$ cat src/combined_lcg_shuffle_rng_defines.svh
// assertion macros for the combined lcg shuffle generator
`ifndef COMBINED_LCG_SHUFFLE_RNG_DEFINES_SVH
`define COMBINED_LCG_SHUFFLE_RNG_DEFINES_SVH

// same-cycle implication, disabled during reset
`define CLSR_ASSERT_NOW(label, clk, rst, ante, cons) \
  label: assert property (@(posedge clk) disable iff (rst) (ante) |-> (cons)) \
    else $error("clsr assertion failed");

// next-cycle implication, disabled during reset
`define CLSR_ASSERT_NEXT(label, clk, rst, ante, cons) \
  label: assert property (@(posedge clk) disable iff (rst) (ante) |=> (cons)) \
    else $error("clsr assertion failed");

`endif

$ cat src/clsr_pkg.sv
// shared constants and types for the combined lcg shuffle generator
`default_nettype none

package clsr_pkg;

  localparam logic [30:0] MOD1  = 31'd2147483563;
  localparam logic [30:0] MOD2  = 31'd2147483399;
  localparam logic [30:0] RANGE = 31'd2147483562;
  localparam logic [15:0] MUL1  = 16'd40014;
  localparam logic [15:0] MUL2  = 16'd40692;
  // 2^31 mod each prime, used to fold the upper product bits
  localparam logic [7:0]  FOLD1 = 8'd85;
  localparam logic [7:0]  FOLD2 = 8'd249;
  // warm-up steps beyond the table depth
  localparam int unsigned WARMUP = 8;

  typedef enum logic {
    GEN_FIRST,
    GEN_SECOND
  } gen_sel_t;

  typedef struct packed {
    logic        go;
    gen_sel_t    sel;
    logic [30:0] value;
  } mm_req_t;

  typedef struct packed {
    logic        done;
    logic [30:0] value;
  } mm_rsp_t;

endpackage

`default_nettype wire

$ cat src/clsr_if.sv
// valid/ready channel interfaces for request and sample items
`default_nettype none

interface clsr_in_if;
  logic valid;
  logic ready;
  logic restart;
  modport source (output valid, output restart, input ready);
  modport sink (input valid, input restart, output ready);
endinterface

interface clsr_out_if;
  logic        valid;
  logic        ready;
  logic [30:0] sample;
  modport source (output valid, output sample, input ready);
  modport sink (input valid, input sample, output ready);
endinterface

`default_nettype wire

$ cat src/combined_lcg_shuffle_rng.sv
// top level: combined lcg generator with shuffle table and draw sequencer
//
// usage:
//   in_ch carries one request item per draw; restart = 1 reloads both
//   generators and the shuffle table from the seed register first.
//   out_ch returns one sample item per request, a value in 1..2147483562.
//   cfg_wen/cfg_wdata write the seed; write only while no draw is pending.
// sequencing:
//   a draw runs two multiplier passes, first generator then second, on the
//   shared modular multiplier, then the table read-modify-write; the slot
//   lookup runs beside. a new request is accepted only once the previous
//   sample has moved to the output register. initialization (first item
//   after reset or restart) adds one multiplier pass per warm-up step.
// reset:
//   rst clears the sequencer and sets the seed to 1; the table is filled on
//   the first item.
// stall:
//   a sample waits in the output register; the next item is accepted, and
//   its sample holds in the sequencer until the register frees.
`default_nettype none
`include "combined_lcg_shuffle_rng_defines.svh"

module combined_lcg_shuffle_rng #(
  parameter int TABLE_DEPTH = 32
) (
  input  wire logic        clk,
  input  wire logic        rst,
  input  wire logic        cfg_wen,
  input  wire logic [30:0] cfg_wdata,
  clsr_in_if.sink          in_ch,
  clsr_out_if.source       out_ch
);

  localparam int AW = $clog2(TABLE_DEPTH);
  localparam int NW = $clog2(TABLE_DEPTH + clsr_pkg::WARMUP);

  typedef enum logic [3:0] {
    ST_IDLE,
    ST_INIT_ISSUE,
    ST_INIT_WAIT,
    ST_DRAW_ISSUE,
    ST_DRAW_WAIT1,
    ST_DRAW_WAIT2,
    ST_READ,
    ST_DIFF,
    ST_DONE
  } state_t;

  state_t      state;
  logic [30:0] seed;
  logic [30:0] g1;
  logic [30:0] g2;
  logic [30:0] last_output;
  logic        initialized;
  logic [NW-1:0] n;
  logic        out_valid;
  logic [30:0] sample;

  logic [30:0] shuffle_mem [TABLE_DEPTH];
  logic [30:0] mem_rdata;
  logic        mem_we;
  logic        mem_re;
  logic [AW-1:0] mem_waddr;
  logic [30:0] mem_wdata;

  clsr_pkg::mm_req_t mm_req;
  clsr_pkg::mm_rsp_t mm_rsp;

  logic          div_start;
  logic          div_busy;
  logic [AW-1:0] slot;

  logic [30:0] start_value;
  logic [31:0] diff;

  clsr_mulmod u_mulmod (
    .clk (clk),
    .rst (rst),
    .req (mm_req),
    .rsp (mm_rsp)
  );

  clsr_slot_div #(
    .DEPTH (TABLE_DEPTH)
  ) u_slot_div (
    .clk   (clk),
    .rst   (rst),
    .start (div_start),
    .x     (last_output),
    .busy  (div_busy),
    .slot  (slot)
  );

  assign start_value = (seed == 31'd0) ? 31'd1 : seed;
  assign diff = (mem_rdata > g2) ? 32'(mem_rdata) - 32'(g2)
                                 : 32'(mem_rdata) + 32'(clsr_pkg::RANGE) - 32'(g2);

  assign in_ch.ready   = (state == ST_IDLE);
  assign out_ch.valid  = out_valid;
  assign out_ch.sample = sample;
  assign div_start     = (state == ST_DRAW_ISSUE);

  always_comb begin
    mm_req = '{go: 1'b0, sel: clsr_pkg::GEN_FIRST, value: g1};
    unique case (state) inside
      ST_INIT_ISSUE, ST_DRAW_ISSUE: begin
        mm_req.go = 1'b1;
      end
      ST_DRAW_WAIT1: begin
        mm_req = '{go: mm_rsp.done, sel: clsr_pkg::GEN_SECOND, value: g2};
      end
      default: begin
        mm_req.go = 1'b0;
      end
    endcase
  end

  always_comb begin
    mem_we    = 1'b0;
    mem_re    = 1'b0;
    mem_waddr = slot;
    mem_wdata = g1;
    unique case (state)
      ST_INIT_WAIT: begin
        mem_we    = mm_rsp.done && (n < NW'(TABLE_DEPTH));
        mem_waddr = n[AW-1:0];
        mem_wdata = mm_rsp.value;
      end
      ST_READ: begin
        mem_re = !div_busy;
      end
      ST_DIFF: begin
        mem_we = 1'b1;
      end
      default: begin
        mem_we = 1'b0;
      end
    endcase
  end

  always_ff @(posedge clk) begin
    if (mem_we) begin
      shuffle_mem[mem_waddr] <= mem_wdata;
    end
    if (mem_re) begin
      mem_rdata <= shuffle_mem[slot];
    end
  end

  always_ff @(posedge clk) begin
    if (rst) begin
      seed <= 31'd1;
    end else if (cfg_wen) begin
      seed <= cfg_wdata;
    end
  end

  always_ff @(posedge clk) begin
    if (rst) begin
      state       <= ST_IDLE;
      g1          <= '0;
      g2          <= '0;
      last_output <= '0;
      initialized <= 1'b0;
      n           <= '0;
      out_valid   <= 1'b0;
      sample      <= '0;
    end else begin
      if (out_valid && out_ch.ready && (state != ST_DONE)) begin
        out_valid <= 1'b0;
      end
      unique case (state)
        ST_IDLE: begin
          if (in_ch.valid) begin
            if (in_ch.restart || !initialized) begin
              g1    <= start_value;
              g2    <= start_value;
              n     <= NW'(TABLE_DEPTH + clsr_pkg::WARMUP - 1);
              state <= ST_INIT_ISSUE;
            end else begin
              state <= ST_DRAW_ISSUE;
            end
          end
        end
        ST_INIT_ISSUE: begin
          state <= ST_INIT_WAIT;
        end
        ST_INIT_WAIT: begin
          if (mm_rsp.done) begin
            g1 <= mm_rsp.value;
            if (n == '0) begin
              last_output <= mm_rsp.value;
              initialized <= 1'b1;
              state       <= ST_DRAW_ISSUE;
            end else begin
              n     <= n - NW'(1);
              state <= ST_INIT_ISSUE;
            end
          end
        end
        ST_DRAW_ISSUE: begin
          state <= ST_DRAW_WAIT1;
        end
        ST_DRAW_WAIT1: begin
          if (mm_rsp.done) begin
            g1    <= mm_rsp.value;
            state <= ST_DRAW_WAIT2;
          end
        end
        ST_DRAW_WAIT2: begin
          if (mm_rsp.done) begin
            g2    <= mm_rsp.value;
            state <= ST_READ;
          end
        end
        ST_READ: begin
          if (!div_busy) begin
            state <= ST_DIFF;
          end
        end
        ST_DIFF: begin
          last_output <= diff[30:0];
          state       <= ST_DONE;
        end
        ST_DONE: begin
          if (!out_valid || out_ch.ready) begin
            out_valid <= 1'b1;
            sample    <= last_output;
            state     <= ST_IDLE;
          end
        end
        default: begin
          state <= ST_IDLE;
        end
      endcase
    end
  end

  `CLSR_ASSERT_NOW(a_sample_range, clk, rst, out_valid,
                   (sample != 31'd0) && (sample <= clsr_pkg::RANGE))
  `CLSR_ASSERT_NOW(a_mm_reduced, clk, rst, mm_rsp.done, mm_rsp.value < clsr_pkg::MOD1)
  `CLSR_ASSERT_NOW(a_mm_quiet_idle, clk, rst, state == ST_IDLE, !mm_rsp.done)
  `CLSR_ASSERT_NEXT(a_slot_ready, clk, rst, state == ST_READ && !div_busy,
                    state == ST_DIFF && !div_busy)

endmodule

`default_nettype wire

$ cat src/clsr_mulmod.sv
// shared two-stage modular multiplier for both generators
`default_nettype none

module clsr_mulmod (
  input  wire logic              clk,
  input  wire logic              rst,
  input  wire clsr_pkg::mm_req_t req,
  output clsr_pkg::mm_rsp_t      rsp
);

  logic               stage1_valid;
  clsr_pkg::gen_sel_t sel_q;
  logic [46:0]        prod;
  logic               done_q;
  logic [30:0]        res_q;

  logic [15:0] mult;
  logic [15:0] hi;
  logic [30:0] lo;
  logic [23:0] fold;
  logic [7:0]  fold_c;
  logic [30:0] modulus;
  logic [31:0] sum;
  logic [31:0] red;

  assign mult = (req.sel == clsr_pkg::GEN_SECOND) ? clsr_pkg::MUL2 : clsr_pkg::MUL1;

  always_comb begin
    fold_c  = (sel_q == clsr_pkg::GEN_SECOND) ? clsr_pkg::FOLD2 : clsr_pkg::FOLD1;
    modulus = (sel_q == clsr_pkg::GEN_SECOND) ? clsr_pkg::MOD2 : clsr_pkg::MOD1;
    hi      = prod[46:31];
    lo      = prod[30:0];
    fold    = 24'(hi) * 24'(fold_c);
    sum     = 32'(lo) + 32'(fold);
    red     = (sum >= 32'(modulus)) ? sum - 32'(modulus) : sum;
  end

  always_ff @(posedge clk) begin
    if (rst) begin
      stage1_valid <= 1'b0;
      done_q       <= 1'b0;
    end else begin
      stage1_valid <= req.go;
      done_q       <= stage1_valid;
    end
    if (req.go) begin
      prod  <= 47'(req.value) * 47'(mult);
      sel_q <= req.sel;
    end
    if (stage1_valid) begin
      res_q <= red[30:0];
    end
  end

  assign rsp.done  = done_q;
  assign rsp.value = res_q;

endmodule

`default_nettype wire

$ cat src/clsr_slot_div.sv
// reciprocal-multiply lookup that turns the previous sample into a table slot
`default_nettype none

module clsr_slot_div #(
  parameter int DEPTH = 32
) (
  input  wire logic                       clk,
  input  wire logic                       rst,
  input  wire logic                       start,
  input  wire logic [30:0]                x,
  output logic                            busy,
  output logic [$clog2(DEPTH)-1:0]        slot
);

  localparam int AW = $clog2(DEPTH);
  localparam int QW = AW + 1;
  localparam int PW = 31 + QW;
  localparam int TW = 32 + QW;
  localparam logic [31:0] BUCKET = 32'd1 + {1'b0, clsr_pkg::RANGE} / 32'(DEPTH);
  // floor(2^31 / bucket), the estimate is low by at most one
  localparam logic [63:0] RECIP_FULL = 64'h8000_0000 / {32'd0, BUCKET};
  localparam logic [QW-1:0] RECIP = RECIP_FULL[QW-1:0];

  logic [30:0]   x_q;
  logic [QW-1:0] est_q;
  logic [PW-1:0] prod;
  logic [TW-1:0] bound;
  logic [QW-1:0] q;

  assign prod  = PW'(x) * PW'(RECIP);
  assign bound = (TW'(est_q) + TW'(1)) * TW'(BUCKET);
  assign q     = est_q + QW'(TW'(x_q) >= bound);

  always_ff @(posedge clk) begin
    if (rst) begin
      busy <= 1'b0;
    end else if (start) begin
      busy  <= 1'b1;
      x_q   <= x;
      est_q <= prod[PW-1:31];
    end else if (busy) begin
      busy <= 1'b0;
      // clamp to the top entry
      slot <= (q >= QW'(DEPTH)) ? AW'(DEPTH - 1) : q[AW-1:0];
    end
  end

endmodule

`default_nettype wire

$ cat src/flat_wrapper.sv
// flat-port wrapper written by rule: the top's interface ports become plain ports
module combined_lcg_shuffle_rng_flat 
#(
  parameter int TABLE_DEPTH = 32
)
  (clk, rst, cfg_wen, cfg_wdata, in_ch_valid, in_ch_restart, in_ch_ready, out_ch_valid, out_ch_sample, out_ch_ready);
  clsr_in_if in_ch_i ();
  clsr_out_if out_ch_i ();
  input  wire logic clk;
  input  wire logic rst;
  input  wire logic cfg_wen;
  input  wire logic [30:0] cfg_wdata;
  input wire logic [$bits(in_ch_i.valid)-1:0] in_ch_valid;
  input wire logic [$bits(in_ch_i.restart)-1:0] in_ch_restart;
  output wire logic [$bits(in_ch_i.ready)-1:0] in_ch_ready;
  output wire logic [$bits(out_ch_i.valid)-1:0] out_ch_valid;
  output wire logic [$bits(out_ch_i.sample)-1:0] out_ch_sample;
  input wire logic [$bits(out_ch_i.ready)-1:0] out_ch_ready;
  assign in_ch_i.valid = in_ch_valid;
  assign in_ch_i.restart = in_ch_restart;
  assign in_ch_ready = in_ch_i.ready;
  assign out_ch_valid = out_ch_i.valid;
  assign out_ch_sample = out_ch_i.sample;
  assign out_ch_i.ready = out_ch_ready;
  combined_lcg_shuffle_rng #(.TABLE_DEPTH(TABLE_DEPTH)) u_core (.clk(clk), .rst(rst), .cfg_wen(cfg_wen), .cfg_wdata(cfg_wdata), .in_ch(in_ch_i), .out_ch(out_ch_i));
endmodule
$ cat config.mk
export PLATFORM = sky130hd
export DESIGN_NAME = combined_lcg_shuffle_rng_flat
export DESIGN_NICKNAME = d
export VERILOG_FILES = /design/src/clsr_pkg.sv /design/src/clsr_if.sv /design/src/combined_lcg_shuffle_rng.sv /design/src/clsr_mulmod.sv /design/src/clsr_slot_div.sv /design/src/flat_wrapper.sv
export VERILOG_INCLUDE_DIRS = /design/src /design/src/src
export SDC_FILE = /design/constraint.sdc
export NUM_CORES = 2
export LEC_CHECK = 0
export BUFFER_PORTS_ARGS = -buffer_cell sky130_fd_sc_hd__clkbuf_2
export CAP_MARGIN = 25
export CORE_MARGIN = 5
export CORE_UTILIZATION = 50
export DETAILED_ROUTE_END_ITERATION = 8
export PLACE_DENSITY_LB_ADDON = 0.25
export SLEW_MARGIN = 5
export SYNTH_ARGS = -nofsm -noshare
export SYNTH_HDL_FRONTEND = slang
export SYNTH_SLANG_ARGS = --single-unit
export TNS_END_PERCENT = 10
$ cat constraint.sdc
create_clock -name clk -period 17.55 [get_ports clk]
set_clock_uncertainty 0.1 [all_clocks]
set_input_delay 0.8775 -clock clk [delete_from_list [all_inputs] [get_ports clk]]
set_output_delay 0.8775 -clock clk [all_outputs]
set_load 0.01 [all_outputs]
==> impl_metrics.py <==
metrics = {
    "route": {
        "ant_nets": 0,
        "wl_um": 183000,
        "first_pass_iters": 8,
        "drtIter0Drc": 4198,
        "drc_errors": 0,
        "wire_per_inst_um": 25.2,
        "vias_per_cell": 5.89,
        "vias": 42927,
    },
    "synthesis": {
        "netlist_instances": 5147,
        "netlist_area_sq_um": 71800,
        "synth_fp_nets": 5979,
        "synth_seq_cells": 1307,
        "synth_edf_count": 1137,
        "ys_seq_area_frac": 0.523,
        "synth_cell_types": 85,
        "ys_async_sr_fraction": 0,
        "synth-main-ff-cell": "edfxtp_1",
        "syn_area_per_cell_sq_um": 14.0,
        "ys.warnings.count": 0,
    },
    "timing": {
        "period_needed_ns": 8.76,
        "hold_viol_final": 0,
        "rsz0062_at_grt": "no",
        "setup_slack_ns": 8.79,
        "tightest_slew_ns": 1.01,
        "slew_viol_final": 0,
        "max_slew_margin": 0.321,
        "period_share": 0.499,
        "setup_violations": 0,
        "timing.hold.ws_ns": 0.218,
        "tns_ns": 0,
        "max_freq_mhz": 114,
    },
    "setup_path": {
        "cp.required_ns": 17.95,
        "r2r_cells": 27,
        "crit_family": "adder cells",
        "cp_data_arrival_time_ns": 9.16,
        "cp_slowest_cell": "o32ai_1",
        "crit_buf_inv": 6,
        "crit-reg2reg-launch": "u_core.state[3]",
        "reg2reg_to": "u_core.u_mulmod.prod[45]",
        "cpMostUsedCell": "fa_1",
        "startpoint_type": "flip-flop",
        "cp-end-kind": "flip-flop",
        "critical-path-max-stage-delay_ns": 0.60,
        "path_class": "reg -> reg",
        "r2r_slack_ns": 8.79,
        "cp_max_fo": 84,
    },
    "placement": {
        "place_ws_ns": 8.89,
        "hpwl_um": 125000,
        "portBuffers": 69,
        "gp_congestion": 0.928,
    },
    "final_layout": {
        "final_cell_mix": "1,137 x edfxtp_1, 667 x inv_1, 398 x fa_1",
        "final_common_cell": "edfxtp_1",
        "multi_input_area_sq_um": 31300,
        "drive_gt1_frac": 0.146,
        "nNetsFinal": 6094,
        "num-fill-cells": 11407,
        "register_area_sq_um": 37500,
        "area_delta_synth_final_pct": 11.3,
    },
    "clock_network": {
        "cts_root_buf": "clkbuf_16",
        "cts_tree": "built",
        "cts_buffer_depth": 3,
        "cts_setup_buffers": 0,
        "cts_buffers": 139,
        "cts_hold_buf": 0,
        "cts_max_level": 4,
        "insertion_delay_ns": 0.80,
        "clock-sinks": 1307,
        "clkTransAtPathRegs_ns": 0.06,
        "cts_resized": 0,
    },
    "min_path": {
        "min_from": "cfg_wdata[28]",
        "hold_path_depth": 3,
        "hold_path_end": "u_core.seed[28]",
        "hold_path.class": "in -> reg",
    },
    "die": {
        "die-area_sq_um": 151000,
        "ios": 70,
        "die_x_um": 389,
        "row_count": 139,
        "fp.coreArea_sq_um": 143000,
        "start_util": 0.502,
        "die_h_um": 389,
    },
    "grt": {
        "first_global_vias": 42671,
        "grt_overflow": 0,
        "grt_pass1_wl_um": 275000,
        "grt_max_degree": 100,
        "grt_antenna_before_repair": 2,
        "grt_usage": 0.243,
    },
    "status": {
        "status": "finished, final reports clean",
    },
    "run": {
        "maxCapViolations": 0,
    },
}
sequential cells by signal, indices dropped and copies added (netlist names), 31 cells and up:
register               cells
u_core.seed               31
u_core.g2                 31
u_core.shuffle_mem       992
u_core.mem_rdata          31
u_core.g1                 31
u_core.u_mulmod.prod      46
u_core.u_mulmod.res_q     31
u_core.out_ch.sample      31
u_core.last_output        31
u_core.u_slot_div.x_q     31
stage by stage:
| step | util | instances | area [sq um] |
|---|---|---|---|
| after floorplan | - | 5147 | 71800 |
| after global placement | 0.522 | 6998 | 74700 |
| after detailed placement | 0.522 | 7001 | 74700 |
| after CTS | 0.554 | 7259 | 79300 |
| after global routing | 0.558 | 7282 | 79900 |
| final | 0.558 | 7283 | 79900 |
worst max path at each step:
stage	start	end	slack, ns	cells past startpoint
detailed placement	u_core.state[3]	u_core.u_mulmod.prod[45]	8.89	27
CTS	u_core.state[3]	u_core.u_mulmod.prod[45]	8.86	27
global placement	u_core.state[3]	u_core.u_mulmod.prod[45]	8.99	27
floorplan	u_core.state[3]	u_core.u_mulmod.prod[45]	9.61	29
global route	u_core.state[1]	u_core.u_mulmod.prod[44]	8.30	27
finish	u_core.state[3]	u_core.u_mulmod.prod[45]	8.79	27
metal layers:
metal,GRT usage,routed length [um],up-vias
met4,0.0635,4820,2
met3,0.0481,15200,290
li1,-,-,18854
met2,0.373,84000,1737
met5,0,17,-
met1,0.359,79200,22044
cell usage after synthesis, drive strengths merged, types with 12 or more instances:
library cell,instances,share of area
a211oi,69,0.0074
a21o,66,0.0069
a21oi,194,0.014
a311oi,61,0.0074
a31oi,17,0.0015
and2,32,0.0028
and3,20,0.0017
buf,42,0.0025
clkbuf,153,0.0080
dfxtp,170,0.047
edfxtp,1137,0.48
fa,398,0.11
ha,397,0.069
inv,667,0.035
mux2,33,0.0052
mux2i,70,0.0098
mux4,310,0.097
nand2,372,0.019
nand2b,25,0.0022
nand3,29,0.0020
nand4,23,0.0021
nor2,302,0.016
nor2b,40,0.0035
nor3,42,0.0029
nor4,20,0.0017
o21a,30,0.0031
o21ai,108,0.0075
o21bai,24,0.0025
or3,12,0.0011
xnor2,105,0.013
xor2,39,0.0048
final cells by class:
type / count / area share
well taps: 1903 / 0.0298
clock inverters: 89 / 0.0116
clock buffers: 169 / 0.0451
inverters: 667 / 0.0313
diodes: 1 / 0.0000313
flip-flops and latches: 1307 / 0.470
multi-input cells: 2978 / 0.392
repair buffers: 169 / 0.0206
kinds of logic after synthesis:
kind of cell               synth area share
buffers and inverters                0.0453
xor gates and xnor gates             0.0176
AOI/OAI and AO/OA                    0.0613
other                             0.0000522
and+or+nand+nor                      0.0605
muxes                                 0.112
adders and majority gates             0.180
DFF                                   0.523
worst register-to-register path: stages, from the launching register on:
cell       delay [ns]
dfxtp_1          0.40
or2_2            0.45
or2_2            0.31
buf_4            0.31
nor2_1           0.58
nor2_1           0.15
inv_1            0.30
fa_1             0.49
fa_1             0.52
inv_1            0.06
fa_1             0.49
inv_1            0.05
fa_1             0.53
inv_1            0.05
fa_1             0.47
inv_1            0.05
fa_1             0.43
ha_1             0.37
a21o_1           0.13
a21oi_1          0.10
o21ai_0          0.41
o22ai_1          0.24
o32ai_1          0.60
o2111ai_1        0.32
a21o_1           0.23
a21oi_1          0.14
o22ai_1          0.09
xnor2_1          0.12
Power is left out: the tool's default activity adds up to more than one toggle a clock period on the data nets, which glitch-free logic cannot reach.
